$ cat src/rtl/vlw_fifo.sv
// Small register queue used between the front and back and at the result side.
// Depends on nothing.
`timescale 1ns / 1ps

module vlw_fifo #(
  parameter int unsigned WIDTH = 8,
  parameter int unsigned DEPTH = 2
) (
  input  logic             clk_i,
  input  logic             rst_ni,
  input  logic             push_i,
  input  logic [WIDTH-1:0] data_i,
  output logic             full_o,
  input  logic             pop_i,
  output logic [WIDTH-1:0] data_o,
  output logic             empty_o
);

  localparam int unsigned PTR_W = (DEPTH > 1) ? $clog2(DEPTH) : 1;
  localparam int unsigned CNT_W = $clog2(DEPTH + 1);

  logic [WIDTH-1:0] mem_q [DEPTH];
  logic [PTR_W-1:0] wr_q, rd_q;
  logic [CNT_W-1:0] cnt_q;
  logic             do_push, do_pop;

  assign full_o  = (cnt_q == CNT_W'(DEPTH));
  assign empty_o = (cnt_q == '0);
  assign do_push = push_i && !full_o;
  assign do_pop  = pop_i && !empty_o;
  assign data_o  = mem_q[rd_q];

  always_ff @(posedge clk_i) begin
    if (do_push) begin
      mem_q[wr_q] <= data_i;
    end
  end

  always_ff @(posedge clk_i or negedge rst_ni) begin
    if (!rst_ni) begin
      wr_q  <= '0;
      rd_q  <= '0;
      cnt_q <= '0;
    end else begin
      if (do_push) begin
        wr_q <= (wr_q == PTR_W'(DEPTH - 1)) ? '0 : wr_q + 1'b1;
      end
      if (do_pop) begin
        rd_q <= (rd_q == PTR_W'(DEPTH - 1)) ? '0 : rd_q + 1'b1;
      end
      if (do_push && !do_pop) begin
        cnt_q <= cnt_q + 1'b1;
      end else if (do_pop && !do_push) begin
        cnt_q <= cnt_q - 1'b1;
      end
    end
  end

endmodule

$ cat config.mk
export PLATFORM = sky130hd
export DESIGN_NAME = vlw_fifo
export DESIGN_NICKNAME = d
export VERILOG_FILES = /design/src/rtl/vlw_fifo.sv
export SDC_FILE = /design/constraint.sdc
export NUM_CORES = 1
export LEC_CHECK = 0
export BUFFER_PORTS_ARGS = -buffer_cell sky130_fd_sc_hd__clkbuf_2
export CAP_MARGIN = 20
export CORE_MARGIN = 4
export CORE_UTILIZATION = 44
export CTS_CLUSTER_SIZE = 8
export DETAILED_ROUTE_END_ITERATION = 16
export HOLD_SLACK_MARGIN = 0.02
export MAX_ROUTING_LAYER = met4
export PLACE_DENSITY = 0.81
export REMOVE_ABC_BUFFERS = 1
export SLEW_MARGIN = 20
export SYNTH_ARGS = -nofsm -noshare
export SYNTH_HDL_FRONTEND = slang
export SYNTH_SLANG_ARGS = --single-unit
$ cat constraint.sdc
create_clock -name clk_i -period 1.28 [get_ports clk_i]
set_input_delay 0.064 -clock clk_i [delete_from_list [all_inputs] [get_ports clk_i]]
set_output_delay 0.064 -clock clk_i [all_outputs]
set_load 0.1 [all_outputs]
Word level (Yosys, flattened, before mapping)
Memory sizes are Yosys's and may differ from the RTL's.
Index checks and enable logic that the tools add are counted.

operators by class
  add/sub/neg operators = 4
  multipliers = 0
  div/mod/pow operators = 0
  $lt $le $gt $ge = 0
  equality and inequality tests = 1
  shift-type cells = 0
  multiplexer cells = 6
  bitwise gates (word level) = 0
  reduce and logical (&&, ||, !) cells = 10

operators by type and width
  kind                 number
  $logic_and 1x1->1    4
  $logic_not 1->1      4
  $mux 1               4
  $mux 2               2
  $add 1x1->1 const B  2
  $add 2x1->2 const B  1
  $eq 2x2->1 const B   1
  $logic_not 2->1      1
  $reduce_bool 2->1    1
  $sub 2x1->2 const B  1

storage, ports and cells
  bits in registers = 4
  latch bits = 0
  bits in writable memories = 16
  memory bits (read-only) = 0
  word-level logic and storage cells = 25
  memories kept = 1

memories
  name   depth  width  rd ports  clocked after Yosys merged registers in  wr ports  line  RTL
  mem_q  2      8      1         0                                        1         22    logic [WIDTH-1:0] mem_q [DEPTH];

Longest topological paths before layout
Gate-level depths: netlist of the first run.

  depth in word-level cells = 7
  depth in mapped cells = 7
  gate-level depth less buffers = 7

Worst setup path after synthesis of the first run
OpenSTA, ideal clock, no wires.

  path type = register to output
  start = reg cnt_q[0]
  end = out empty_o
  arrival time = 1.673 ns
  data required time = 1.216 ns
  slack = -0.457 ns
  cell stages (with the launch flop) = 2
  buffers on the path = 0
  path through = dfrtp_1 -> nor2_1

between the ends
  word-level cells in the longest chain between the ends = 1

RTL lines
  element                   line  RTL
  start: declaration        24    logic [CNT_W-1:0] cnt_q;
  start signal: assignment  52    cnt_q <= cnt_q + 1'b1;
  start signal: assignment  54    cnt_q <= cnt_q - 1'b1;
  $logic_not 2->1           28    assign empty_o = (cnt_q == '0);
  end: declaration          16    output logic empty_o

No other way between the ends.

Worst setup path in the final report of the first run
  start = reg rd_q
  end = out data_o[5]

between the ends
  word-level cells in the longest chain between the ends = 1

RTL lines
  element                   line  RTL
  start: declaration        23    logic [PTR_W-1:0] wr_q, rd_q;
  start signal: assignment  49    rd_q <= (rd_q == PTR_W'(DEPTH - 1)) ? '0 : rd_q + 1'b1;
  $mem_v2 2x8               n/a
  end: declaration          15    output logic [WIDTH-1:0] data_o,

No other way between the ends.

==> results of run 1 <==
[cells by family (layout without fill, tap and decap cells)]
family                     count (synthesis)  count (layout)
DFF                                       20              20
buffers and inverters                      3              50
AOI/OAI and AO/OA                          1               1
xor gates and xnor gates                   5               5
muxes                                      8               8
and+or+nand+nor                            6               6
adders and majority gates                  1               1
[per-layer routing]
layer / GRT usage (%) / part of all wire (%)
met1: 15.3 / 40
met2: 27.2 / 54
met3: 2.96 / 4.9
met4: 6.91 / 0.51
met5: - / 0
[critical path, stage by stage (launching register included)]
cell and delay, ns:
dfrtp_2 0.40, buf_6 0.13, mux2_2 0.36, buf_12 0.17
[cell type report]
| type | instances | area share, % |
|---|---|---|
| flip-flops and latches | 20 | 41.9 |
| repair buffers | 44 | 34.8 |
| multi-input cells | 21 | 18.5 |
| well taps | 24 | 2.16 |
| clock buffers | 3 | 1.62 |
| inverters | 2 | 0.720 |
| clock inverters | 1 | 0.270 |
[layout by cell type, fill, tap and decap left out]
cell and instances:
buf_6 7, mux2_2 3, nand2b_4 1, edfxtp_1 16
clkbuf_4 3, dfrtp_2 2, buf_12 10, nand2_4 1
inv_2 1, xnor2_2 1, buf_4 6, dlygate4sd3_1 9
inv_4 1, nor2_1 1, clkbuf_2 11, clkinv_1 1
and3_4 1, ha_4 1, nor2_4 2, dfrtp_1 2
xor2_1 2, xnor2_1 2, o21ai_2 1, buf_8 1
mux2_4 5
[flip-flops by register name, summed over array words and instances, names as in the netlist]
| register | flops |
|---|---|
| mem_q | 16 |
| rd_q | 1 |
| cnt_q | 2 |
| wr_q | 1 |
[worst min path at each step]
stage | end | slack [ns] | depth (start not counted) | from
after floorplan | cnt_q[0] | -0.23 | 0 | rst_ni
final | cnt_q[0] | 0.09 | 2 | rst_ni
after global placement | cnt_q[0] | -0.12 | 1 | rst_ni
after detailed placement | cnt_q[0] | -0.12 | 1 | rst_ni
after CTS | cnt_q[0] | 0.08 | 2 | rst_ni
after global routing | rd_q | 0.08 | 2 | rst_ni
[through the flow]
stage                     TNS [ns]  util [%]  setup WS [ns]
after floorplan              -1.84         -         -0.457
after global placement           0      70.9        0.00176
after detailed placement   -0.0995      70.9        -0.0995
after CTS                    -1.08      83.9         -0.135
after global routing         -1.97      87.2         -0.192
final                        -1.05      87.2         -0.129
[cells in the mapped netlist]
cell type / n
and3_1: 1
buf_2: 1
dfrtp_1: 4
edfxtp_1: 16
ha_1: 1
inv_1: 2
mux2_1: 6
mux2_2: 2
nand2_2: 1
nand2b_1: 1
nor2_1: 3
o21ai_1: 1
xnor2_1: 2
xnor2_2: 1
xor2_1: 2
[what timing repair did]
item | CTS | global route
setup buffers | 4 | 1
setup endpoints to repair | 24 | 27
endpoints found under the hold margin | 20 | 0
gates cloned | 0 | 0
pin swaps | 3 | 4
resized for setup | 26 | 11
hold buffers | 9 | 0
==> results.py, run 1 <==
metrics = {
    "outcome": {
        "status": "finished with violations",
        "failed_checks": "setup timing",
    },
    "floorplan": {
        "core-area_mm2": 0.00159,
        "num_rows": 14,
        "die_h_um": 50.2,
        "die_width_um": 50.2,
        "die_area_mm2": 0.00252,
        "pin_count": 22,
        "start_util_pct": 49.1,
    },
    "timing": {
        "fin_ws_ns": -0.129,
        "maxClockFrequency_ghz": 0.710,
        "fin_hold_ws_ns": 0.0874,
        "worstMarginPinSlew_ns": 0.249,
        "relSlewSlack_pct": 83.4,
        "grt_setup_unrepaired": "true",
        "finalHoldViolCount": 0,
        "period_needed_ns": 1.41,
        "finalSetupViolations": 10,
        "drv_slew": 0,
        "skew_ns": 0.00393,
        "period_share_pct": 110,
    },
    "critical_path": {
        "r2r_slack_ns": -0.05,
        "worstPathRequired_ns": 1.22,
        "crit_arrival_ns": 1.35,
        "crit_end": "data_o[5]",
        "crit_type": "reg -> out",
        "cp-end-kind": "output pin",
        "reg2reg_depth": 7,
        "start_kind": "register",
        "crit_fanout": 5,
        "cp-startpoint": "rd_q",
        "r2r_end": "cnt_q[1]",
        "reg2reg_from": "cnt_q[0]",
    },
    "synthesis": {
        "synth-xor-area-share_pct": 6.56,
        "synthAdderAreaFrac_pct": 1.60,
        "synth_seq_cells": 20,
        "synth-compound-area-share_pct": 0.640,
        "synth_top_family_by_area": "multiplexers",
        "synth_warnings": 0,
        "ys_top_cells_by_area": "edfxtp_1, dfrtp_1, mux2_1, mux2_2, xnor2_1",
        "synthDistinctLibCells": 15,
        "synth_top_area_share_pct": 61.4,
        "synthCells": 44,
        "syn_avg_cell_area_um2": 17.8,
        "synth_mux_area_share_pct": 11.5,
        "synthSimpleGateAreaFrac_pct": 3.84,
        "synth_top_area_cell": "edfxtp_1",
        "syn-cell-area_um2": 782,
        "ys_seq_area_share_pct": 74.2,
    },
    "global_routing": {
        "grt-ovfl-total": 0,
        "grt_usage_pct": 15.0,
        "grt_max_degree": 12,
        "grt_pass1_vias": 615,
        "antenna_found_initial": 0,
        "grt_first_pass_wirelength_um": 2680,
    },
    "flow_run": {
        "cap_violations": 0,
    },
    "clock_network": {
        "cts_root_buf": "clkbuf_4",
        "cts.sinks": 20,
        "h-tree-depth": 1,
        "clkSlewWorstSetupHoldPaths_ns": 0.11,
        "clk-insertion-delay-late_ns": 0.29,
        "numCtsBuffers": 3,
        "clockBufferDepth": 2,
        "cts_tree": "yes",
    },
    "hold_path": {
        "holdCritPathClass": "in -> async",
    },
    "final_layout": {
        "fin_cells": 115,
        "n_antenna_cell": 0,
        "regArea_um2": 583,
        "drive_gt1_share_pct": 63.7,
        "final_net_count": 105,
        "syn_to_final_growth_pct": 77.8,
        "filler_cell_count": 70,
        "multi_input_area_um2": 256,
        "final_area_mm2": 0.00139,
    },
    "routing": {
        "drt_iter0_drc": 3,
        "drt_first_pass_iters": 2,
        "totalWireLength_um": 1580,
        "routed_via_density": 4.67,
        "routedWlPerCell_um": 13.7,
        "route.detailed.drc": 0,
        "postRouteAntennaNets": 0,
        "dr_total_vias": 537,
    },
    "place": {
        "place_hpwl_um": 1040,
        "gp_congestion": 0.633,
        "place_area_mm2": 0.00113,
        "io_buffers": 21,
        "dp_cells": 97,
    },
}
Power of run 1 is not shown: default switching activity piles up to over one toggle a cycle in this logic, so the estimate is an artifact.
==> run 2, diff against run 1 <==
--- a/config.mk
+++ b/config.mk
@@ -13,7 +13,7 @@
 export DETAILED_ROUTE_END_ITERATION = 16
 export HOLD_SLACK_MARGIN = 0.02
 export MAX_ROUTING_LAYER = met4
-export PLACE_DENSITY = 0.81
+export PLACE_DENSITY = 0.83
 export REMOVE_ABC_BUFFERS = 1
 export SLEW_MARGIN = 20
 export SYNTH_ARGS = -nofsm -noshare
==> results.py, run 2 (synthesis results as in run 1) <==
metrics = {
    "outcome": {
        "status": "finished with violations",
        "failed_checks": "setup timing",
    },
    "clock_network": {
        "cts.sinks": 20,
        "numCtsBuffers": 3,
        "clk-insertion-delay-late_ns": 0.30,
        "cts_tree": "yes",
        "clkSlewWorstSetupHoldPaths_ns": 0.11,
        "h-tree-depth": 1,
        "clockBufferDepth": 2,
        "cts_root_buf": "clkbuf_4",
    },
    "routing": {
        "route.detailed.drc": 0,
        "routed_via_density": 4.66,
        "drt_iter0_drc": 8,
        "dr_total_vias": 531,
        "totalWireLength_um": 1710,
        "drt_first_pass_iters": 4,
        "routedWlPerCell_um": 15.0,
        "postRouteAntennaNets": 0,
    },
    "final_layout": {
        "reg.largest.list": "mem_q (16), cnt_q (2)",
        "final_cell_mix": "edfxtp_1, clkbuf_2, buf_12, dlygate4sd3_1, buf_4",
        "n_antenna_cell": 0,
        "final_net_count": 104,
        "syn_to_final_growth_pct": 75.8,
        "largest_reg_flops": 16,
        "mostFrequentLayoutCell": "edfxtp_1",
        "top_register": "mem_q",
        "filler_cell_count": 67,
        "drive_gt1_share_pct": 64.4,
        "final_area_mm2": 0.00138,
    },
    "floorplan": {
        "start_util_pct": 49.1,
        "die_width_um": 50.2,
        "core-area_mm2": 0.00159,
        "num_rows": 14,
        "die_area_mm2": 0.00252,
        "die_h_um": 50.2,
        "pin_count": 22,
    },
    "global_routing": {
        "use_met1_pct": 15.6,
        "use_met3_pct": 2.96,
        "use_met2_pct": 28.5,
        "antenna_found_initial": 0,
        "busiest_layer": "met2",
        "grt_max_degree": 12,
        "grt_first_pass_wirelength_um": 2730,
        "grt_usage_pct": 15.2,
        "grt-ovfl-total": 0,
        "grt_pass1_vias": 607,
    },
    "timing": {
        "skew_ns": 0.00628,
        "maxClockFrequency_ghz": 0.709,
        "fin_ws_ns": -0.131,
        "fin_hold_ws_ns": 0.0914,
        "relSlewSlack_pct": 84.5,
        "grt_setup_unrepaired": "true",
        "worstMarginPinSlew_ns": 0.233,
        "period_share_pct": 110,
        "finalHoldViolCount": 0,
        "finalSetupViolations": 10,
        "drv_slew": 0,
        "period_needed_ns": 1.41,
    },
    "place": {
        "gp_congestion": 0.697,
        "io_buffers": 21,
        "place_hpwl_um": 976,
        "place_area_mm2": 0.00110,
    },
    "critical_path": {
        "r2r_slack_ns": -0.05,
        "cp-end-kind": "output pin",
        "r2r_end": "cnt_q[1]",
        "crit_fanout": 5,
        "crit_arrival_ns": 1.35,
        "reg2reg_from": "cnt_q[0]",
        "start_kind": "register",
        "crit_type": "reg -> out",
        "reg2reg_depth": 7,
        "worstPathRequired_ns": 1.22,
    },
    "flow_run": {
        "cap_violations": 0,
    },
    "hold_path": {
        "holdCritPathClass": "in -> async",
    },
}
run 2: changes by cell type in the layout (fill, tap and decap cells not counted), sizes merged:
| cell | previous run | this run |
|---|---|---|
| buf | 24 | 23 |
run 2: timing repair:
item / CTS / global route
hold buffers: 9 / 0
buffers inserted: 5 / 3
endpoints found under the hold margin: 20 / 0
endpoints found under the setup margin: 26 / 26
gates cloned: 0 / 0
pin swaps: 8 / 5
gates resized for setup: 24 / 9
run 2: layer usage:
metal  routed length [um]  share of wire, %
met4                   27               1.6
met2                  944                55
met1                  652                38
met3                   87               5.1
met5                    0                 0
run 2: worst max-delay path, stage by stage, from the launching register on:
cell     delay [ns]
dfrtp_2        0.39
buf_6          0.13
mux2_2         0.36
buf_12         0.17
run 2: area by class of cell:
type	instances	area (um2)	area share, %
Sequential cell	20	583	42.4
Timing Repair Buffer	43	465	33.8
Multi-Input combinational cell	21	263	19.1
Tap cell	24	30.0	2.18
Clock buffer	3	22.5	1.64
Inverter	2	7.51	0.546
Clock inverter	1	3.75	0.273
run 2: per-stage QoR:
| stage | setup WS (ns) | utilization [%] | instances | setup TNS (ns) |
|---|---|---|---|---|
| 2_1_floorplan | -0.457 | - | 43 | -1.84 |
| 6_report | -0.131 | 86.3 | 114 | -1.08 |
| 3_5_place_dp | -0.149 | 69.0 | 93 | -0.179 |
| 4_1_cts | -0.129 | 82.5 | 111 | -1.09 |
| 3_3_place_gp | -0.0136 | 69.0 | 93 | -0.0136 |
| 5_1_grt | -0.175 | 86.3 | 114 | -1.54 |
run 2: worst max-delay path by stage:
stage                 to  slack [ns]  startpoint  cells after the start
6_report       data_o[3]       -0.13        rd_q                      3
3_3_place_gp    cnt_q[1]       -0.01    cnt_q[0]                      6
3_5_place_dp    cnt_q[1]       -0.15    cnt_q[0]                      6
4_1_cts        data_o[0]       -0.13        rd_q                      3
2_1_floorplan    empty_o       -0.46    cnt_q[0]                      1
5_1_grt        data_o[3]       -0.18        rd_q                      3
Power of run 2 is left out for the same reason.
