File: config.mk
export PLATFORM = sky130hd
export DESIGN_NAME = vlw_back
export DESIGN_NICKNAME = d
export VERILOG_FILES = /design/src/rtl/vlw_pkg.sv /design/src/rtl/vlw_back.sv
export SDC_FILE = /design/constraint.sdc
export NUM_CORES = 2
export LEC_CHECK = 0
export BUFFER_PORTS_ARGS = -buffer_cell sky130_fd_sc_hd__buf_4
export CORE_ASPECT_RATIO = 2
export CORE_UTILIZATION = 55
export DETAILED_ROUTE_END_ITERATION = 8
export PLACE_DENSITY = 0.87
export SLEW_MARGIN = 10
export SYNTH_ARGS = -nofsm -noshare
export SYNTH_HDL_FRONTEND = slang
export SYNTH_SLANG_ARGS = --single-unit
File: constraint.sdc
create_clock -name clk_i -period 22.1 [get_ports clk_i]
set_clock_uncertainty 0.2 [all_clocks]
set_input_delay 5.525 -clock clk_i [delete_from_list [all_inputs] [get_ports clk_i]]
set_output_delay 5.525 -clock clk_i [all_outputs]
set_load 0.01 [all_outputs]
File: src/rtl/vlw_pkg.sv
// Shared types and constants for the voxel line walk unit.
// No dependencies; imported by the divider, front, back and top level.
`timescale 1ns / 1ps

package vlw_pkg;

  // Widths of the walk state.
  localparam int unsigned IDX_W = 36;  // full cell index, signed
  localparam int unsigned P_W   = 56;  // plane error times heading magnitude, signed
  localparam int unsigned K_W   = 49;  // cell size times heading magnitude, signed
  localparam int unsigned R_W   = 35;  // first plane error in cell size units, signed
  localparam int unsigned DVD_W = 48;  // divider dividend magnitude
  localparam int unsigned DVS_W = 46;  // divider divisor magnitude
  localparam int unsigned NPAIR = 6;

  localparam logic [31:0] CELL_SIZE_RESET = 32'd65536;

  // Ordered axis pairs (a, b): the product err_a * |heading_b|.
  localparam logic [2:0] PR_01 = 3'd0;
  localparam logic [2:0] PR_02 = 3'd1;
  localparam logic [2:0] PR_10 = 3'd2;
  localparam logic [2:0] PR_12 = 3'd3;
  localparam logic [2:0] PR_20 = 3'd4;
  localparam logic [2:0] PR_21 = 3'd5;
  localparam logic [1:0] PAIR_A [NPAIR] = '{2'd0, 2'd0, 2'd1, 2'd1, 2'd2, 2'd2};
  localparam logic [1:0] PAIR_B [NPAIR] = '{2'd1, 2'd2, 2'd0, 2'd2, 2'd0, 2'd1};

  typedef struct packed {
    logic [2:0][IDX_W-1:0] cur;
    logic [2:0][IDX_W-1:0] end_idx;
    logic [2:0]            move;
    logic [2:0]            neg;
    logic [NPAIR-1:0][P_W-1:0] prod;
    logic [2:0][K_W-1:0]   kinc;
  } vlw_ray_t;

  typedef struct packed {
    logic [15:0] x;
    logic [15:0] y;
    logic [15:0] z;
    logic        last;
    logic        trunc;
  } vlw_cell_t;

endpackage

File: src/rtl/vlw_back.sv
// Cell walker: steps across the nearest cell plane and emits one cell per step.
// Depends on vlw_pkg; fed from the setup queue, feeds the result queue.
`timescale 1ns / 1ps

module vlw_back import vlw_pkg::*; #(
  parameter int unsigned MAX_CELLS = 64
) (
  input  logic      clk_i,
  input  logic      rst_ni,
  input  vlw_ray_t  rec_i,
  input  logic      rec_empty_i,
  output logic      rec_pop_o,
  output vlw_cell_t cell_o,
  output logic      cell_push_o,
  input  logic      cell_full_i
);

  localparam int unsigned CNT_W = (MAX_CELLS > 2) ? $clog2(MAX_CELLS) : 1;
  localparam logic [1:0] B_IDLE = 2'd0;
  localparam logic [1:0] B_EMIT = 2'd1;
  localparam logic [1:0] B_CMP  = 2'd2;

  logic [1:0]       state_q;
  logic [CNT_W-1:0] cnt_q;
  vlw_ray_t         ray_q;
  logic [NPAIR-1:0][P_W-2:0] abs_q, abs_d;

  logic       done, cap, lt01, lt02, lt12, sel0, sel1;
  logic [1:0] sel;
  logic [NPAIR-1:0][P_W-1:0] pneg;

  always_comb begin
    done = (ray_q.cur[0] == ray_q.end_idx[0]) && (ray_q.cur[1] == ray_q.end_idx[1]) &&
           (ray_q.cur[2] == ray_q.end_idx[2]);
    cap  = (cnt_q == CNT_W'(MAX_CELLS - 1));
    for (int i = 0; i < NPAIR; i++) begin
      pneg[i]  = -ray_q.prod[i];
      abs_d[i] = ray_q.prod[i][P_W-1] ? pneg[i][P_W-2:0] : ray_q.prod[i][P_W-2:0];
    end
    lt01 = abs_q[PR_01] < abs_q[PR_10];
    lt02 = abs_q[PR_02] < abs_q[PR_20];
    lt12 = abs_q[PR_12] < abs_q[PR_21];
    // Ties fall through to y, then to z.
    sel0 = ray_q.move[0] && (!ray_q.move[1] || lt01) && (!ray_q.move[2] || lt02);
    sel1 = ray_q.move[1] && (!ray_q.move[2] || lt12);
    sel  = sel0 ? 2'd0 : (sel1 ? 2'd1 : 2'd2);
    cell_o.x     = ray_q.cur[0][15:0];
    cell_o.y     = ray_q.cur[1][15:0];
    cell_o.z     = ray_q.cur[2][15:0];
    cell_o.last  = done || cap;
    cell_o.trunc = !done && cap;
  end

  assign cell_push_o = (state_q == B_EMIT) && !cell_full_i;
  assign rec_pop_o   = (state_q == B_IDLE) && !rec_empty_i;

  always_ff @(posedge clk_i) begin
    if (rec_pop_o) begin
      ray_q <= rec_i;
    end
    if (state_q == B_EMIT) begin
      abs_q <= abs_d;
    end
    if (state_q == B_CMP) begin
      ray_q.cur[sel] <= ray_q.neg[sel] ? ray_q.cur[sel] - 1'b1 : ray_q.cur[sel] + 1'b1;
      for (int i = 0; i < NPAIR; i++) begin
        if (PAIR_A[i] == sel) begin
          if (ray_q.neg[sel]) begin
            ray_q.prod[i] <= ray_q.prod[i] -
                             {{(P_W-K_W){ray_q.kinc[PAIR_B[i]][K_W-1]}}, ray_q.kinc[PAIR_B[i]]};
          end else begin
            ray_q.prod[i] <= ray_q.prod[i] +
                             {{(P_W-K_W){ray_q.kinc[PAIR_B[i]][K_W-1]}}, ray_q.kinc[PAIR_B[i]]};
          end
        end
      end
    end
  end

  always_ff @(posedge clk_i or negedge rst_ni) begin
    if (!rst_ni) begin
      state_q <= B_IDLE;
      cnt_q   <= '0;
    end else begin
      unique case (state_q)
        B_IDLE: begin
          if (!rec_empty_i) begin
            state_q <= B_EMIT;
            cnt_q   <= '0;
          end
        end
        B_EMIT: begin
          if (!cell_full_i) begin
            if (done || cap) begin
              state_q <= B_IDLE;
            end else begin
              state_q <= B_CMP;
              cnt_q   <= cnt_q + 1'b1;
            end
          end
        end
        B_CMP:   state_q <= B_EMIT;
        default: state_q <= B_IDLE;
      endcase
    end
  end

`ifndef SYNTHESIS
  a_trunc_is_last: assert property (@(posedge clk_i) disable iff (!rst_ni)
    cell_push_o && cell_o.trunc |-> cell_o.last && cap)
    else $error("truncated cell not marked last");
  a_step_moves: assert property (@(posedge clk_i) disable iff (!rst_ni)
    state_q == B_CMP |-> ray_q.move[sel])
    else $error("step chose an axis that does not move");
  a_emit_after_step: assert property (@(posedge clk_i) disable iff (!rst_ni)
    state_q == B_CMP |=> state_q == B_EMIT)
    else $error("step not followed by an emit");
`endif

endmodule

# After elaboration in Yosys (flattened, before gate mapping)
# Index checks and enable logic that the tools add are counted.
[op_classes]
n_addsub = 21
order_cmp = 5
eq_ne = 11
n_mux = 39
n_reduce_logical = 23
[op_table]
columns = ["op", "n"]
rows = [
  ["705-bit two-way mux", 1],
  ["56-bit two-way mux", 12],
  ["56-bit adder", 6],
  ["336-bit two-way mux", 1],
  ["56-bit subtractor", 6],
  ["55-bit two-way mux", 6],
  ["55-bit negation", 6],
  ["55-bit less-than comparator", 3],
  ["108-bit bitwise mux", 1],
  ["36-bit equality test", 3],
  ["108-bit two-way mux", 1],
  ["36-bit two-way mux", 3],
  ["36-bit binary-select mux with 2-bit select", 1],
  ["36-bit demux with 2-bit select", 1],
  ["36-bit by 1-bit adder with 36-bit output, second input constant", 1],
  ["36-bit by 1-bit subtractor with 36-bit output, second input constant", 1],
  ["6-bit two-way mux", 3],
  ["6-bit case mux with 2 select lines", 1],
  ["2-bit two-way mux", 5],
  ["1-bit logical AND", 9],
  ["6-bit by 1-bit adder with 6-bit output, second input constant", 1],
  ["6-bit equality test, second input constant", 1],
  ["2-bit inequality test, second input constant", 3],
  ["2-bit case mux with 3 select lines", 1],
  ["other kinds (14)", 22],
]
[totals]
register_bits = 1043
input_bits = 709
output_inout_bits = 52
elab_cells = 124

# Logic depth before layout (Yosys ltp)
[logic_depth]
depth_word = 11
ltp_mapped = 48
ltp_nobuf = 39

# Worst setup path before layout
# No wires, ideal clock.
[synth_path]
kind = "register to output"
start = "register state_q[1]"
end = "output cell_push_o"
arrival_ns = 16.042
required_ns = 16.375
path_slack_ns = 0.333
path_stages_with_launch = 3
n_path_buf = 0
path_cell_list = "dfrtp_1 > nor2b_1 > nor2b_1"
[synth_via]
elab_chain_len = 2
[synth_rtl]
columns = ["element", "line_no", "rtl"]
rows = [
  ["start: declaration", "vlw_back.sv:23", "logic [1:0] state_q;"],
  ["start signal: assignment", "vlw_back.sv:82", "state_q <= B_IDLE;"],
  ["start signal: assignment", "vlw_back.sv:88", "state_q <= B_EMIT;"],
  ["start signal: assignment", "vlw_back.sv:95", "state_q <= B_IDLE;"],
  ["2-bit by 1-bit equality test with 1-bit output", "vlw_back.sv:54", "assign cell_push_o = (state_q == B_EMIT) && !cell_full_i;"],
  ["1-bit logical AND", "vlw_back.sv:54", ""],
  ["end: declaration", "vlw_back.sv:14", "output logic cell_push_o,"],
]
# Every way passes these cells.

# Worst setup path in the final report
[layout_path]
start = "input rec_empty_i"
end = "output rec_pop_o"
[layout_via]
elab_chain_len = 2
[layout_rtl]
columns = ["element", "line_no", "rtl"]
rows = [
  ["start: declaration", "vlw_back.sv:11", "input logic rec_empty_i,"],
  ["1-bit zero test", "n/a", ""],
  ["1-bit logical AND", "vlw_back.sv:55", "assign rec_pop_o = (state_q == B_IDLE) && !rec_empty_i;"],
  ["end: declaration", "vlw_back.sv:12", "output logic rec_pop_o,"],
]
# Every way passes these cells.

==> flow_metrics.env <==
export IMPL_crit_path_max_incr_delay_ps=640
export IMPL_grt_antenna_before_repair=64
export IMPL_vias=73124
export IMPL_syn_inst=9048
export IMPL_postSynthNetCount=10066
export IMPL_via_count_of_the_first_global_routing_pass=71766
export IMPL_drt_pre_antenna_iters=9
export IMPL_cts_buffers_inserted=101
export IMPL_whs_path_depth=0
export IMPL_critPathRequiredTime_ps=16380
export IMPL_run_status="complete, no violations"
export IMPL_place_gp_congestion=1.084
export IMPL_width_of_the_die_um=265.7
export IMPL_r2r_end="ray_q[701]"
export IMPL_design_final_nets=10418
export IMPL_timing_critical_path_mode_cell="sky130_fd_sc_hd__buf_4"
export IMPL_setup_worst_path_end_class="output pin"
export IMPL_dieArea_um2=140700
export IMPL_final_hold_viol_count=0
export IMPL_drive_gt1_share_pct=12.53
export IMPL_min_from="ray_q[371]"
export IMPL_clock_latency_ps=750
export IMPL_clock_sinks=1043
export IMPL_pin_count=761
export IMPL_grt_overflow_total=0
export IMPL_clock_tree_from_tritoncts="done"
export IMPL_worst_r2r_cell_count=37
export IMPL_timing_final_crit_period_ps=12910
export IMPL_dieHeight_um=529.5
export IMPL_worst_r2r_startpoint="abs_q[213]"
export IMPL_routedWlPerCell_um=26.42
export IMPL_count_of_nets_left_with_antenna_violations_after_detail_routing=0
export IMPL_grt_max_degree=137
export IMPL_hpwl_um=230500
export IMPL_initial_core_util_pct=55.39
export IMPL_synth_sequential_area_ratio_pct=35.07
export IMPL_clockRootBuffer="sky130_fd_sc_hd__clkbuf_16"
export IMPL_path_max_fanout=75
export IMPL_worst_reg_to_reg_setup_slack_ps=11540
export IMPL_post_synth_instance_area_um2=76510
export IMPL_critPathArrivalTime_ps=7190
export IMPL_setup_violations_final=0
export IMPL_grt_use_total_pct=41.83
export IMPL_fraction_of_registers_with_async_set_or_reset_after_synthesis_pct=0.7670
export IMPL_buffer_ports_inserted=760
export IMPL_synth_warnings=0
export IMPL_endpoint_of_the_worst_hold_timing_path="abs_q[220]"
export IMPL_crit_type="input pin to output pin"
export IMPL_dp_slack_ps=9196
export IMPL_setup_ws_ps=9186
export IMPL_critical_path_n_buffers_inverters=3
export IMPL_avgViaCountPerCell=6.421
export IMPL_worst_hold_path_type="flop to flop"
export IMPL_max_freq_ghz=0.07744
export IMPL_postSynthAreaPerCell_um2=8.456
export IMPL_cts_repair_timing_setup_buffer_count=0
export IMPL_core_region_area_um2=138100
export IMPL_post_cts_hold_buffer_count=0
export IMPL_relSlewSlack_pct=7.021
export IMPL_crit_family="buffers and inverters"
export IMPL_count_of_flip_flops_with_a_built_in_enable_after_synthesis=591
export IMPL_global_route_wire_length_before_repair_um=438000
export IMPL_layout_cells_most_common="sky130_fd_sc_hd__nand2_1"
export IMPL_cts_max_level=3
export IMPL_maxSlewViolCount=0
export IMPL_fin_setup_tns_ps=0
export IMPL_crit_share_post_route_pct=58.43
export IMPL_start_kind="input pin"
export IMPL_netlist_cell_type_count=112
export IMPL_cts_resized_gates=0
export IMPL_area_growth_syn_to_layout_pct=12.93
export IMPL_drt_first_iter_violations=7239
export IMPL_mostFrequentLayoutCells="924 x sky130_fd_sc_hd__nand2_1, 867 x sky130_fd_sc_hd__buf_4, 806 x sky130_fd_sc_hd__xnor2_1"
export IMPL_crit_path_cell_trace="buf_4, or3_4, inv_8, buf_4"
export IMPL_route_detailed_drc=0
export IMPL_cap_viol_max_count=0
export IMPL_wl_um=300900
export IMPL_yosys_most_used_dff="sky130_fd_sc_hd__edfxtp_1"
export IMPL_worst_pin_slew_ps=1388
export IMPL_cts_reportedPaths_clkPinSlew_ps=70
export IMPL_unrepaired_setup_endpoints_after_global_routing="no"
export IMPL_row_count=193
export IMPL_synth_ff_latch_count=1043
export IMPL_max_clock_path_buffers=3
export IMPL_critPathSlowestCell="sky130_fd_sc_hd__or3_4"
-- worst max path at each step --
stage	startpoint	end	slack [ps]	cells after the start
2_1_floorplan	state_q[1]	cell_push_o	330	2
3_3_place_gp	rec_empty_i	rec_pop_o	9230	4
3_5_place_dp	rec_empty_i	rec_pop_o	9200	4
4_1_cts	rec_empty_i	rec_pop_o	9200	4
5_1_grt	rec_empty_i	rec_pop_o	9150	4
6_report	rec_empty_i	rec_pop_o	9190	4
-- sequential cells by signal (all words and copies together) (netlist names) --
| name | cells |
|---|---|
| ray_q | 657 |
| abs_q | 330 |
| cell_o | 48 |
| cnt_q | 6 |
| state_q | 2 |
-- cell type report --
type / count / area, um^2
fillers: 11862 / 51720
inverters: 438 / 1657
well taps: 1852 / 2317
flip-flops and latches: 1043 / 26840
multi-input cells: 6947 / 45530
clock inverters: 61 / 671.9
repair buffers: 869 / 6544
clock buffers: 129 / 2725
diodes: 50 / 125.1
-- per-layer routing --
metal  track usage [%]  vias up  routed length [um]
met2             69.05     4098              138800
met3             10.66     1486               26860
met4             49.08       20               42770
met1             39.24    34317               92310
met5                 0        -                 142
li1                  -    33203                   -
-- Yosys cell counts (all sizes together) (111+ instances only) --
master,number,area (um^2)
a21o,126,945.9
a21oi,721,3635
a31oi,210,1320
and3,111,694.4
buf,151,887.1
clkbuf,469,1763
dfxtp,444,8889
edfxtp,591,17750
ha,308,3854
inv,436,1639
maj3,237,2392
nand2,927,3480
nand3,233,1166
nor2,644,2435
nor3,140,710.7
o21ai,798,4013
o31ai,155,1174
xnor2,816,7184
xor2,238,2107
-- per-stage QoR --
step                area [um^2]  utilization (%)  cells  hold slack, ps
finish                    86410            62.56  11389           268.0
CTS                       86220            62.42  11338           270.1
global placement          82820            59.96  11148           240.4
detailed placement        82820            59.96  11148           254.7
floorplan                 76510                -   9048           208.2
global route              86350            62.51  11365           291.2
-- logic make-up (layout without fill, tap and decap cells) --
| logic type | Yosys count | after routing | synth area share (%) |
|---|---|---|---|
| xor gates and xnor gates | 1078 | 1078 | 12.85 |
| AOI/OAI and AO/OA | 2576 | 2576 | 20.77 |
| buffers and inverters | 1058 | 1497 | 5.616 |
| and+or+nand+nor | 2666 | 2666 | 16.43 |
| DFF | 1043 | 1043 | 35.07 |
| adders and majority gates | 546 | 546 | 8.189 |
| muxes | 81 | 81 | 1.063 |
| other | 0 | 50 | 0 |
-- worst reg2reg max path, delay by kind of cell, from the launching register on --
kind	cells	cell delay [ps]
AOI/OAI and AO/OA	26	6450
xor gates and xnor gates	1	420
adders and majority gates	2	970
buffers and inverters	1	310
DFF	1	400
and+or+nand+nor	7	1650
Power is left out: the tool's default activity adds up to more than one toggle a clock period on the data nets, which glitch-free logic cannot reach.
