File: config.mk
export PLATFORM = sky130hd
export DESIGN_NAME = vlw_front
export DESIGN_NICKNAME = d
export VERILOG_FILES = /design/src/rtl/vlw_pkg.sv /design/src/rtl/vlw_div.sv /design/src/rtl/vlw_front.sv
export SDC_FILE = /design/constraint.sdc
export NUM_CORES = 2
export LEC_CHECK = 0
export ABC_AREA = 1
export BUFFER_PORTS_ARGS = -buffer_cell sky130_fd_sc_hd__buf_2
export CAP_MARGIN = 10
export CORE_ASPECT_RATIO = 1.1
export CORE_MARGIN = 1.5
export CORE_UTILIZATION = 39
export DETAILED_ROUTE_END_ITERATION = 8
export PLACE_DENSITY = 0.58
export SYNTH_ARGS = -nofsm -noshare
export SYNTH_HDL_FRONTEND = slang
export SYNTH_SLANG_ARGS = --single-unit
File: constraint.sdc
create_clock -name clk_i -period 18.3 [get_ports clk_i]
set_input_delay 0.915 -clock clk_i [delete_from_list [all_inputs] [get_ports clk_i]]
set_output_delay 0.915 -clock clk_i [all_outputs]
set_load 0.02 [all_outputs]
File: src/rtl/vlw_pkg.sv
// Shared types and constants for the voxel line walk unit.
// No dependencies; imported by the divider, front, back and top level.
`timescale 1ns / 1ps

package vlw_pkg;

  // Widths of the walk state.
  localparam int unsigned IDX_W = 36;  // full cell index, signed
  localparam int unsigned P_W   = 56;  // plane error times heading magnitude, signed
  localparam int unsigned K_W   = 49;  // cell size times heading magnitude, signed
  localparam int unsigned R_W   = 35;  // first plane error in cell size units, signed
  localparam int unsigned DVD_W = 48;  // divider dividend magnitude
  localparam int unsigned DVS_W = 46;  // divider divisor magnitude
  localparam int unsigned NPAIR = 6;

  localparam logic [31:0] CELL_SIZE_RESET = 32'd65536;

  // Ordered axis pairs (a, b): the product err_a * |heading_b|.
  localparam logic [2:0] PR_01 = 3'd0;
  localparam logic [2:0] PR_02 = 3'd1;
  localparam logic [2:0] PR_10 = 3'd2;
  localparam logic [2:0] PR_12 = 3'd3;
  localparam logic [2:0] PR_20 = 3'd4;
  localparam logic [2:0] PR_21 = 3'd5;
  localparam logic [1:0] PAIR_A [NPAIR] = '{2'd0, 2'd0, 2'd1, 2'd1, 2'd2, 2'd2};
  localparam logic [1:0] PAIR_B [NPAIR] = '{2'd1, 2'd2, 2'd0, 2'd2, 2'd0, 2'd1};

  typedef struct packed {
    logic [2:0][IDX_W-1:0] cur;
    logic [2:0][IDX_W-1:0] end_idx;
    logic [2:0]            move;
    logic [2:0]            neg;
    logic [NPAIR-1:0][P_W-1:0] prod;
    logic [2:0][K_W-1:0]   kinc;
  } vlw_ray_t;

  typedef struct packed {
    logic [15:0] x;
    logic [15:0] y;
    logic [15:0] z;
    logic        last;
    logic        trunc;
  } vlw_cell_t;

endpackage

File: src/rtl/vlw_div.sv
// Restoring unsigned divider, one quotient bit per cycle.
// Depends on vlw_pkg for the operand widths.
`timescale 1ns / 1ps

module vlw_div import vlw_pkg::*; (
  input  logic             clk_i,
  input  logic             rst_ni,
  input  logic             start_i,
  input  logic [DVD_W-1:0] dvd_i,
  input  logic [DVS_W-1:0] dvs_i,
  output logic             done_o,
  output logic [DVD_W-1:0] quo_o,
  output logic [DVS_W-1:0] rem_o
);

  localparam int unsigned CNT_W = $clog2(DVD_W);

  logic [DVD_W-1:0] dvd_q;
  logic [DVS_W-1:0] dvs_q, rem_q;
  logic [CNT_W-1:0] cnt_q;
  logic             busy_q, done_q;
  logic [DVS_W:0]   trial, diff;
  logic             ge;

  always_comb begin
    trial = {rem_q, dvd_q[DVD_W-1]};
    ge    = (trial >= {1'b0, dvs_q});
    diff  = trial - {1'b0, dvs_q};
  end

  always_ff @(posedge clk_i) begin
    if (start_i) begin
      dvd_q <= dvd_i;
      dvs_q <= dvs_i;
      rem_q <= '0;
    end else if (busy_q) begin
      dvd_q <= {dvd_q[DVD_W-2:0], ge};
      rem_q <= ge ? diff[DVS_W-1:0] : trial[DVS_W-1:0];
    end
  end

  always_ff @(posedge clk_i or negedge rst_ni) begin
    if (!rst_ni) begin
      busy_q <= 1'b0;
      done_q <= 1'b0;
      cnt_q  <= '0;
    end else begin
      done_q <= 1'b0;
      if (start_i) begin
        busy_q <= 1'b1;
        cnt_q  <= '0;
      end else if (busy_q) begin
        cnt_q <= cnt_q + 1'b1;
        if (cnt_q == CNT_W'(DVD_W - 1)) begin
          busy_q <= 1'b0;
          done_q <= 1'b1;
        end
      end
    end
  end

  assign done_o = done_q;
  assign quo_o  = dvd_q;
  assign rem_o  = rem_q;

endmodule

File: src/rtl/vlw_front.sv
// Ray setup: accepts a ray, finds start and end cells with the divider and
// forms the plane error products. Depends on vlw_pkg and vlw_div.
`timescale 1ns / 1ps

module vlw_front import vlw_pkg::*; (
  input  logic               clk_i,
  input  logic               rst_ni,
  input  logic               cfg_we_i,
  input  logic [31:0]        cfg_data_i,
  input  logic               push,
  output logic               full,
  input  logic signed [31:0] start_x_i,
  input  logic signed [31:0] start_y_i,
  input  logic signed [31:0] start_z_i,
  input  logic signed [15:0] heading_x_i,
  input  logic signed [15:0] heading_y_i,
  input  logic signed [15:0] heading_z_i,
  input  logic [30:0]        ray_length_i,
  output vlw_ray_t           rec_o,
  output logic               rec_push_o,
  input  logic               rec_full_i
);

  localparam logic [3:0] F_IDLE  = 4'd0;
  localparam logic [3:0] F_MULD  = 4'd1;
  localparam logic [3:0] F_DIV0  = 4'd2;
  localparam logic [3:0] F_WAIT0 = 4'd3;
  localparam logic [3:0] F_DIV1  = 4'd4;
  localparam logic [3:0] F_WAIT1 = 4'd5;
  localparam logic [3:0] F_AXIS  = 4'd6;
  localparam logic [3:0] F_PROD  = 4'd7;
  localparam logic [3:0] F_PUSH  = 4'd8;

  logic [3:0]        state_q;
  logic [31:0]       cs_q, cse;
  logic [2:0][31:0]  start_q;
  logic [2:0][15:0]  head_q;
  logic [30:0]       len_q;
  logic [1:0]        ax_q;
  logic [3:0]        pc_q;
  logic signed [47:0] d_q;
  logic signed [R_W-1:0] rem_q;
  logic [2:0][R_W-1:0]   r_q;
  vlw_ray_t          rec_q;

  logic [31:0]        st, stmag;
  logic signed [48:0] p1, p1neg;
  logic [47:0]        p1mag;
  logic [2:0][15:0]   hm;
  logic               div_start, div_done;
  logic [DVD_W-1:0]   div_dvd, div_quo;
  logic [DVS_W-1:0]   div_rem;
  logic [IDX_W-1:0]   qidx;
  logic               mv, ng;
  logic [R_W-1:0]     remz, rbase;
  logic [3:0]         kidx4;
  logic [1:0]         kidx, pa, pb;
  logic signed [R_W-1:0] op_a;
  logic signed [16:0] op_b;
  logic signed [51:0] mprod;

  // A zero cell size acts as the smallest size.
  assign cse  = (cs_q == '0) ? 32'd1 : cs_q;
  assign full = (state_q != F_IDLE);

  always_comb begin
    st    = start_q[ax_q];
    stmag = st[31] ? (~st + 32'd1) : st;
    p1    = $signed({{3{st[31]}}, st, 14'b0}) + $signed({d_q[47], d_q});
    p1neg = -p1;
    p1mag = p1[48] ? p1neg[47:0] : p1[47:0];
    for (int i = 0; i < 3; i++) begin
      hm[i] = head_q[i][15] ? (~head_q[i] + 16'd1) : head_q[i];
    end
    div_start = (state_q == F_DIV0) || (state_q == F_DIV1);
    div_dvd   = (state_q == F_DIV0) ? {2'b0, stmag, 14'b0} : p1mag;
    qidx      = div_quo[IDX_W-1:0];
    mv        = (rec_q.cur[ax_q] != rec_q.end_idx[ax_q]);
    ng        = ($signed(rec_q.end_idx[ax_q]) < $signed(rec_q.cur[ax_q]));
    remz      = {3'b0, div_rem[DVS_W-1:14]};
    rbase     = (mv && !ng) ? {3'b0, cse} : '0;
    kidx4     = pc_q - 4'd6;
    kidx      = kidx4[1:0];
    pa        = PAIR_A[pc_q[2:0]];
    pb        = (pc_q < 4'd6) ? PAIR_B[pc_q[2:0]] : kidx;
    op_a      = (pc_q < 4'd6) ? $signed(r_q[pa]) : $signed({3'b0, cse});
    op_b      = $signed({1'b0, hm[pb]});
    mprod     = op_a * op_b;
  end

  vlw_div u_div (
    .clk_i   (clk_i),
    .rst_ni  (rst_ni),
    .start_i (div_start),
    .dvd_i   (div_dvd),
    .dvs_i   ({cse, 14'b0}),
    .done_o  (div_done),
    .quo_o   (div_quo),
    .rem_o   (div_rem)
  );

  always_ff @(posedge clk_i) begin
    if (push && !full) begin
      start_q <= {start_z_i, start_y_i, start_x_i};
      head_q  <= {heading_z_i, heading_y_i, heading_x_i};
      len_q   <= ray_length_i;
    end
    if (state_q == F_MULD) begin
      d_q <= $signed(head_q[ax_q]) * $signed({1'b0, len_q});
    end
    if (state_q == F_WAIT0 && div_done) begin
      rec_q.cur[ax_q] <= st[31] ? -qidx : qidx;
      rem_q           <= st[31] ? -$signed(remz) : $signed(remz);
    end
    if (state_q == F_WAIT1 && div_done) begin
      rec_q.end_idx[ax_q] <= p1[48] ? -qidx : qidx;
    end
    if (state_q == F_AXIS) begin
      rec_q.move[ax_q] <= mv;
      rec_q.neg[ax_q]  <= ng;
      r_q[ax_q]        <= rbase - rem_q;
    end
    if (state_q == F_PROD) begin
      if (pc_q < 4'd6) begin
        rec_q.prod[pc_q[2:0]] <= {{(P_W-52){mprod[51]}}, mprod};
      end else begin
        rec_q.kinc[kidx] <= mprod[K_W-1:0];
      end
    end
  end

  always_ff @(posedge clk_i or negedge rst_ni) begin
    if (!rst_ni) begin
      state_q <= F_IDLE;
      cs_q    <= CELL_SIZE_RESET;
      ax_q    <= '0;
      pc_q    <= '0;
    end else begin
      if (cfg_we_i) begin
        cs_q <= cfg_data_i;
      end
      unique case (state_q)
        F_IDLE: begin
          if (push) begin
            state_q <= F_MULD;
            ax_q    <= '0;
          end
        end
        F_MULD:  state_q <= F_DIV0;
        F_DIV0:  state_q <= F_WAIT0;
        F_WAIT0: if (div_done) state_q <= F_DIV1;
        F_DIV1:  state_q <= F_WAIT1;
        F_WAIT1: if (div_done) state_q <= F_AXIS;
        F_AXIS: begin
          if (ax_q == 2'd2) begin
            state_q <= F_PROD;
            pc_q    <= '0;
          end else begin
            ax_q    <= ax_q + 2'd1;
            state_q <= F_MULD;
          end
        end
        F_PROD: begin
          pc_q <= pc_q + 4'd1;
          if (pc_q == 4'd8) begin
            state_q <= F_PUSH;
          end
        end
        F_PUSH: if (!rec_full_i) state_q <= F_IDLE;
        default: state_q <= F_IDLE;
      endcase
    end
  end

  assign rec_o      = rec_q;
  assign rec_push_o = (state_q == F_PUSH);

endmodule

After elaboration in Yosys (flattened, before gate mapping) --
Memory sizes are Yosys's and may differ from the RTL's. Index checks and enable logic that the tools add are counted.
Storage, ports and cells: bits in registers 1244, bits in read-only memories 32, input port bits 212, output and inout port bits 707, memories kept 2
Operators by class: add/subtract/negate cells 14, $mul 2, magnitude comparators 12, eq/ne operators 19, multiplexer cells 69, bitwise operators 6, reduce and logical (&&, ||, !) cells 21
Memories:
- (no name shown) | depth 8, bits a word 2, read ports 1, clocked after memory_dff 0, wr ports 0, line vlw_front.sv:85 | pb = (pc_q < 4'd6) ? PAIR_B[pc_q[2:0]] : kidx;
- (no name shown) | depth 8, bits a word 2, read ports 1, clocked after memory_dff 0, wr ports 0, line vlw_front.sv:84 | pa = PAIR_A[pc_q[2:0]];
Operators with widths (number):
- 336-bit bitwise mux | 1
- 108-bit bitwise mux | 2
- 48-bit two-way mux | 4
- 36-bit two-way mux | 5
- 56-bit demux with 3-bit select | 1
- 32-bit two-way mux | 5
- 147-bit bitwise mux | 1
- 36-bit binary-select mux with 2-bit select | 2
- 105-bit bitwise mux | 1
- 35-bit two-way mux | 3
- 49-bit demux with 2-bit select | 1
- 16-bit two-way mux | 5
- 36-bit demux with 2-bit select | 1
- 35-bit binary-select mux with 2-bit select | 1
- 35-bit demux with 2-bit select | 1
- 16-bit binary-select mux with 2-bit select | 2
- 32-bit binary-select mux with 2-bit select | 1
- 56-bit two-way mux | 1
- 35-bit by 17-bit multiplier with 52-bit output | 1
- 46-bit by 48-bit adder with 49-bit output | 1
- 49-bit two-way mux | 1
- 16-bit by 1-bit adder with 16-bit output, second input constant | 3
- 16-bit by 32-bit multiplier with 48-bit output | 1
- 48-bit negation | 1
- other kinds (51) | 97

Logic depth before layout (Yosys ltp) --
depth in word-level cells 9, mapped depth 42, depth with buffers taken out 40

Hierarchy --
A second synthesis with hierarchy kept.
Unflattened totals: cell total of the unflattened synthesis 10186, area, all modules 94011.4 µm²
By module, submodules not included:
- vlw_front | times used 1, cells each 8683, area an instance 83782.9 µm², seq. area each 32402.3 µm²
- vlw_div | times used 1, cells each 1503, area an instance 10228.6 µm², seq. area each 3943.8 µm²

Least setup slack after synthesis --
Ideal clock, no wire load.
path type register to register, from register state_q[0], to register head_q[0] (netlist bit), enable pin, library setup time 713 ps, data arrival time 8201 ps, required time 17587 ps, setup slack 9386 ps, stages on the path, launching flop included 7, path buffers 1, clock period less this slack 8914 ps, cells stage by stage dfrtp_1 > buf_2 > nor2_1 > inv_2 > nor2_1 > inv_1 > nor2_1
Between the ends: longest elaborated chain between the ends 3
RTL lines:
- from (decl) | line vlw_front.sv:34 | logic [3:0] state_q;
- from (signal assigned) | line vlw_front.sv:134 | state_q <= F_IDLE;
- from (signal assigned) | line vlw_front.sv:145 | state_q <= F_MULD;
- from (signal assigned) | line vlw_front.sv:149 | F_MULD: state_q <= F_DIV0;
- 4-bit nonzero test | line vlw_front.sv:64 | assign full = (state_q != F_IDLE);
- named net full | line vlw_front.sv:11 | output logic full,
- 1-bit zero test | line vlw_front.sv:103 | if (push && !full) begin
- 1-bit logical AND | line vlw_front.sv:103
- to (signal assigned) | line vlw_front.sv:105 | head_q <= {heading_z_i, heading_y_i, heading_x_i};
- to (decl) | line vlw_front.sv:37 | logic [2:0][15:0] head_q;
The timed path passes the listed nets, and every way through them passes these cells. A chain may end at the register's enable or synchronous reset.

Final worst setup path --
from register pc_q[1], to register rec_q (netlist bit rec_o[90]), data pin
Between the ends: longest elaborated chain between the ends 9, elaborated cells on any way between the ends 22
RTL lines:
- from (decl) | line vlw_front.sv:40 | logic [3:0] pc_q;
- from (signal assigned) | line vlw_front.sv:164 | pc_q <= pc_q + 4'd1;
- 3-bit inverter with 4-bit output (implied by the code) | line vlw_front.sv:84, vlw_front.sv:85
- memory read 8 x 2 bit (on tied branches)
- 2-bit two-way mux (on tied branches) (2 in a row) | line vlw_front.sv:84, vlw_front.sv:85
- 35-bit binary-select mux with 2-bit select / 2-bit two-way mux (equally long branches) | line vlw_front.sv:86, vlw_front.sv:85
- 35-bit two-way mux (implied by the code) / 16-bit binary-select mux with 2-bit select (equally long branches) | line vlw_front.sv:86, vlw_front.sv:87
- 35-bit two-way mux / 16-bit two-way mux (equally long branches) | line vlw_front.sv:86, vlw_front.sv:87
- 35-bit by 17-bit multiplier with 52-bit output * | line vlw_front.sv:88 | mprod = op_a * op_b;
- named net mprod[41] | line vlw_front.sv:60 | logic signed [51:0] mprod;
- 147-bit bitwise mux * | line vlw_front.sv:127 | rec_q.kinc[kidx] <= mprod[K_W-1:0];
- to (decl) | line vlw_front.sv:44 | vlw_ray_t rec_q;
Mark *: on every way through the listed nets, which the timed path passes. The rest lies on a longest branch. The select of a mux whose other input is x is not followed.

==> results.toml <==
[worst_setup_path]
critPathRequiredTime_ns = 18.79
critPathSlowestCell = "o21ai_2"
critPathMaxStageDelay_ns = 0.93
crit_path_start = "pc_q[1]"
crit_end = "rec_o[90]"
path_class = "reg2reg"
arrival_ns = 11.16
r2r-end = "rec_o[90]"
crit_fanout = 28
regToRegSetupSlack_ns = 7.63
reg2reg_depth = 29
cp-start-kind = "register"
r2r-start = "pc_q[1]"
crit_path_end_kind = "register"

[timing]
finalCritPeriodShare_pct = 58.3
fin_worst_skew_ns = 0.0557
fin_setup_tns_ns = 0
tightest_slew_ns = 1.25
grt_setup_unrepaired = "no"
fmax_mhz = 93.7
finalMaxSlewViolations = 0
hold_viol_final = 0
relSlewSlack_pct = 16.0
setup-violations-final = 0
fin_crit_ns = 10.67
whs_ns = 0.202

[synthesis]
synth_top_cell_by_area = "edfxtp_1"
synth_cells = 9487
synthMuxAreaShare_pct = 0
yosys.area_share.simple_pct = 14.5
synth_area_leaders = "edfxtp_1 (37%), fa_1 (21%), inv_1 (7.4%)"
synth_seq_area_share_pct = 39.5
synth_top_family_by_area = "adder cells"
synth_edf_count = 1124
synth.distinct_cells = 71
synth-compound-area-share_pct = 7.96
synth_nets = 11100
ys_seq_elements = 1220
synthArstFlopShare_pct = 4.10
yosys_warnings = 0
netlist_area_sq_mm = 0.0910
netlist.area_leader.share_pct = 37.1
synth_flop_cell = "edfxtp_1"
synthAdderAreaFrac_pct = 26.5
syn_area_per_cell_sq_um = 9.59
synth_xor_area_share_pct = 2.31

[clock_network]
numCtsBuffers = 137
cts_setup_buffers = 0
clock_latency_ns = 0.86
cts_tree = "done"
h-tree-depth = 4
clk_path_buf_depth = 3
ctsHoldBuffers = 0
ctsResizeCount = 0
path_clk_slew_ns = 0.06
clock-sinks = 1220
cts-root-buf = "clkbuf_16"

[finish]
multi_input_area_sq_mm = 0.0468
seq_area_sq_mm = 0.0359
drive_gt1_share_pct = 13.1
syn_to_final_growth_pct = 13.4
nFillCells = 22500
nNetsFinal = 11900
fin_util_pct = 44.6

[placed_design]
gp_congestion = 0.953
portBuffers = 918
place_hpwl_microns = 248000

[global_route]
grt_pass1_vias = 71800
grt_overflow = 0
grt_max_degree = 86
grt.total_usage_pct = 26.2
antenna_found_initial = 39
grt_pass1_wl_microns = 462000

[power_and_ir_drop]
vdd_drop_max_uv = 103
leakagePower_nw = 46.8
power.total_mw = 6.62
power_density_mw_per_mm2 = 64.1

[floorplan]
core_area_sq_mm = 0.231
std_cell_rows = 185
chipWidth_microns = 464
ios = 919
fp.dieArea_sq_mm = 0.236
die_h_microns = 510
start_util_pct = 39.3

[routing]
totalWireLength_microns = 313000
vias = 71000
wl_per_cell_microns = 23.2
firstDrtPassIters = 6
postRouteAntennaNets = 0
via_per_inst = 5.27
drc = 0
initialDrtViolationCount = 6053

[hold_path]
min-delay-path-class = "in2async"

[outcome]
status = "completed"

[flow_run]
maxCapViolCount = 0
## Yosys cell counts (7+ instances only)
cell       number
a21o_1         23
a21oi_1       350
a22oi_1        11
a2bb2oi_1      36
a31oi_1        75
buf_1          20
buf_2          67
buf_4          36
buf_6          15
clkbuf_1      215
clkinv_1        7
dfrtp_1        49
dfxtp_1        46
edfxtp_1     1124
fa_1          938
ha_1          423
inv_1        1796
inv_2          21
nand2_1      1764
nand2_2        25
nand3_1       221
nand3_2         8
nand3b_1       17
nand4_1        55
nor2_1        957
nor2_2         12
nor3_1         66
nor3_2         13
nor4_1         38
o211ai_1       38
o21a_1         24
o21ai_0       501
o21ai_1        33
o21ai_2        10
o21bai_1       15
o22ai_1       105
o31ai_1         7
or2_2          11
xnor2_1        72
xor2_1        168
## kinds of logic after synthesis
group | after synthesis
flip-flops | 1220
buffers and inverters | 2178
AO/OA/AOI/OAI | 1271
XOR/XNOR | 240
adder cells (fa/ha/maj) | 1361
AND/OR/NAND/NOR | 3217
## registers in the layout, summed over array words and instances, names as in the netlist, 6 cells and up
signal	count
start_q	96
r_q	105
cs_q	32
d_q	48
rec_o	681
len_q	31
u_div.rem_o	46
u_div.quo_o	48
rem_q	35
head_q	48
u_div.cnt_q	6
u_div.dvs_q	32
## metrics by stage
step	instance area, sq um	setup WS [ns]	instances
after floorplan	91000	9.39	9487
after global placement	98700	7.73	13200
after detailed placement	98700	7.83	13200
after CTS	103000	7.73	13500
after global routing	103000	6.97	13500
final	103000	7.63	13500
## critical path, delay by kind of cell, from the launching register on
family / cells / cell delay (ns)
adder cells (fa/ha/maj): 8 / 3.68
flip-flops: 1 / 0.49
buffers and inverters: 8 / 1.63
XOR/XNOR: 1 / 0.68
AND/OR/NAND/NOR: 7 / 1.75
AO/OA/AOI/OAI: 5 / 2.05
## area by class of cell
cell class / instances / share of cell area (%)
clock buffer: 171 / 3.45
tap: 3085 / 3.74
timing repair buffer: 1009 / 5.18
multi-input combinational: 6089 / 45.3
sequential: 1220 / 34.8
inverter: 1825 / 6.64
antenna: 18 / 0.0436
clock inverter: 74 / 0.789
## layout by cell type (no fill, tap or decap), types with 221 or more instances in the layout
master,netlist,final
nand2_1,1764,1763
buf_2,67,918
o21ai_0,501,500
nand3_1,221,221
ha_1,423,423
nor2_1,957,938
edfxtp_1,1124,1124
inv_1,1796,1794
a21oi_1,350,350
fa_1,938,938
## report_power, final
part	total (mW)	switching (mW)	internal, mW
Sequential	3.19	0.0803	3.11
Combinational	0.713	0.461	0.252
Clock	2.71	1.22	1.49
## routing by layer
metal / track usage, % / wire, microns / part of all wire [%]
met4: 12.1 / 15600 / 5.0
met3: 3.89 / 19900 / 6.4
met5: 0 / 9 / 0.0029
met1: 32.7 / 123000 / 39
met2: 44.9 / 155000 / 49
## worst min path at each step
stage,end,start,slack [ns]
3_5_place_dp,u_div.dvs_q[43],cs_q[29],0.46
3_3_place_gp,u_div.dvs_q[43],cs_q[29],0.46
2_1_floorplan,rem_q[0],u_div.rem_o[14],0.45
4_1_cts,start_q[73],start_z_i[9],0.17
5_1_grt,start_q[73],start_z_i[9],0.20
6_report,cs_q[0],rst_ni,0.20
No activity file was read; power rests on OpenSTA's default activity.
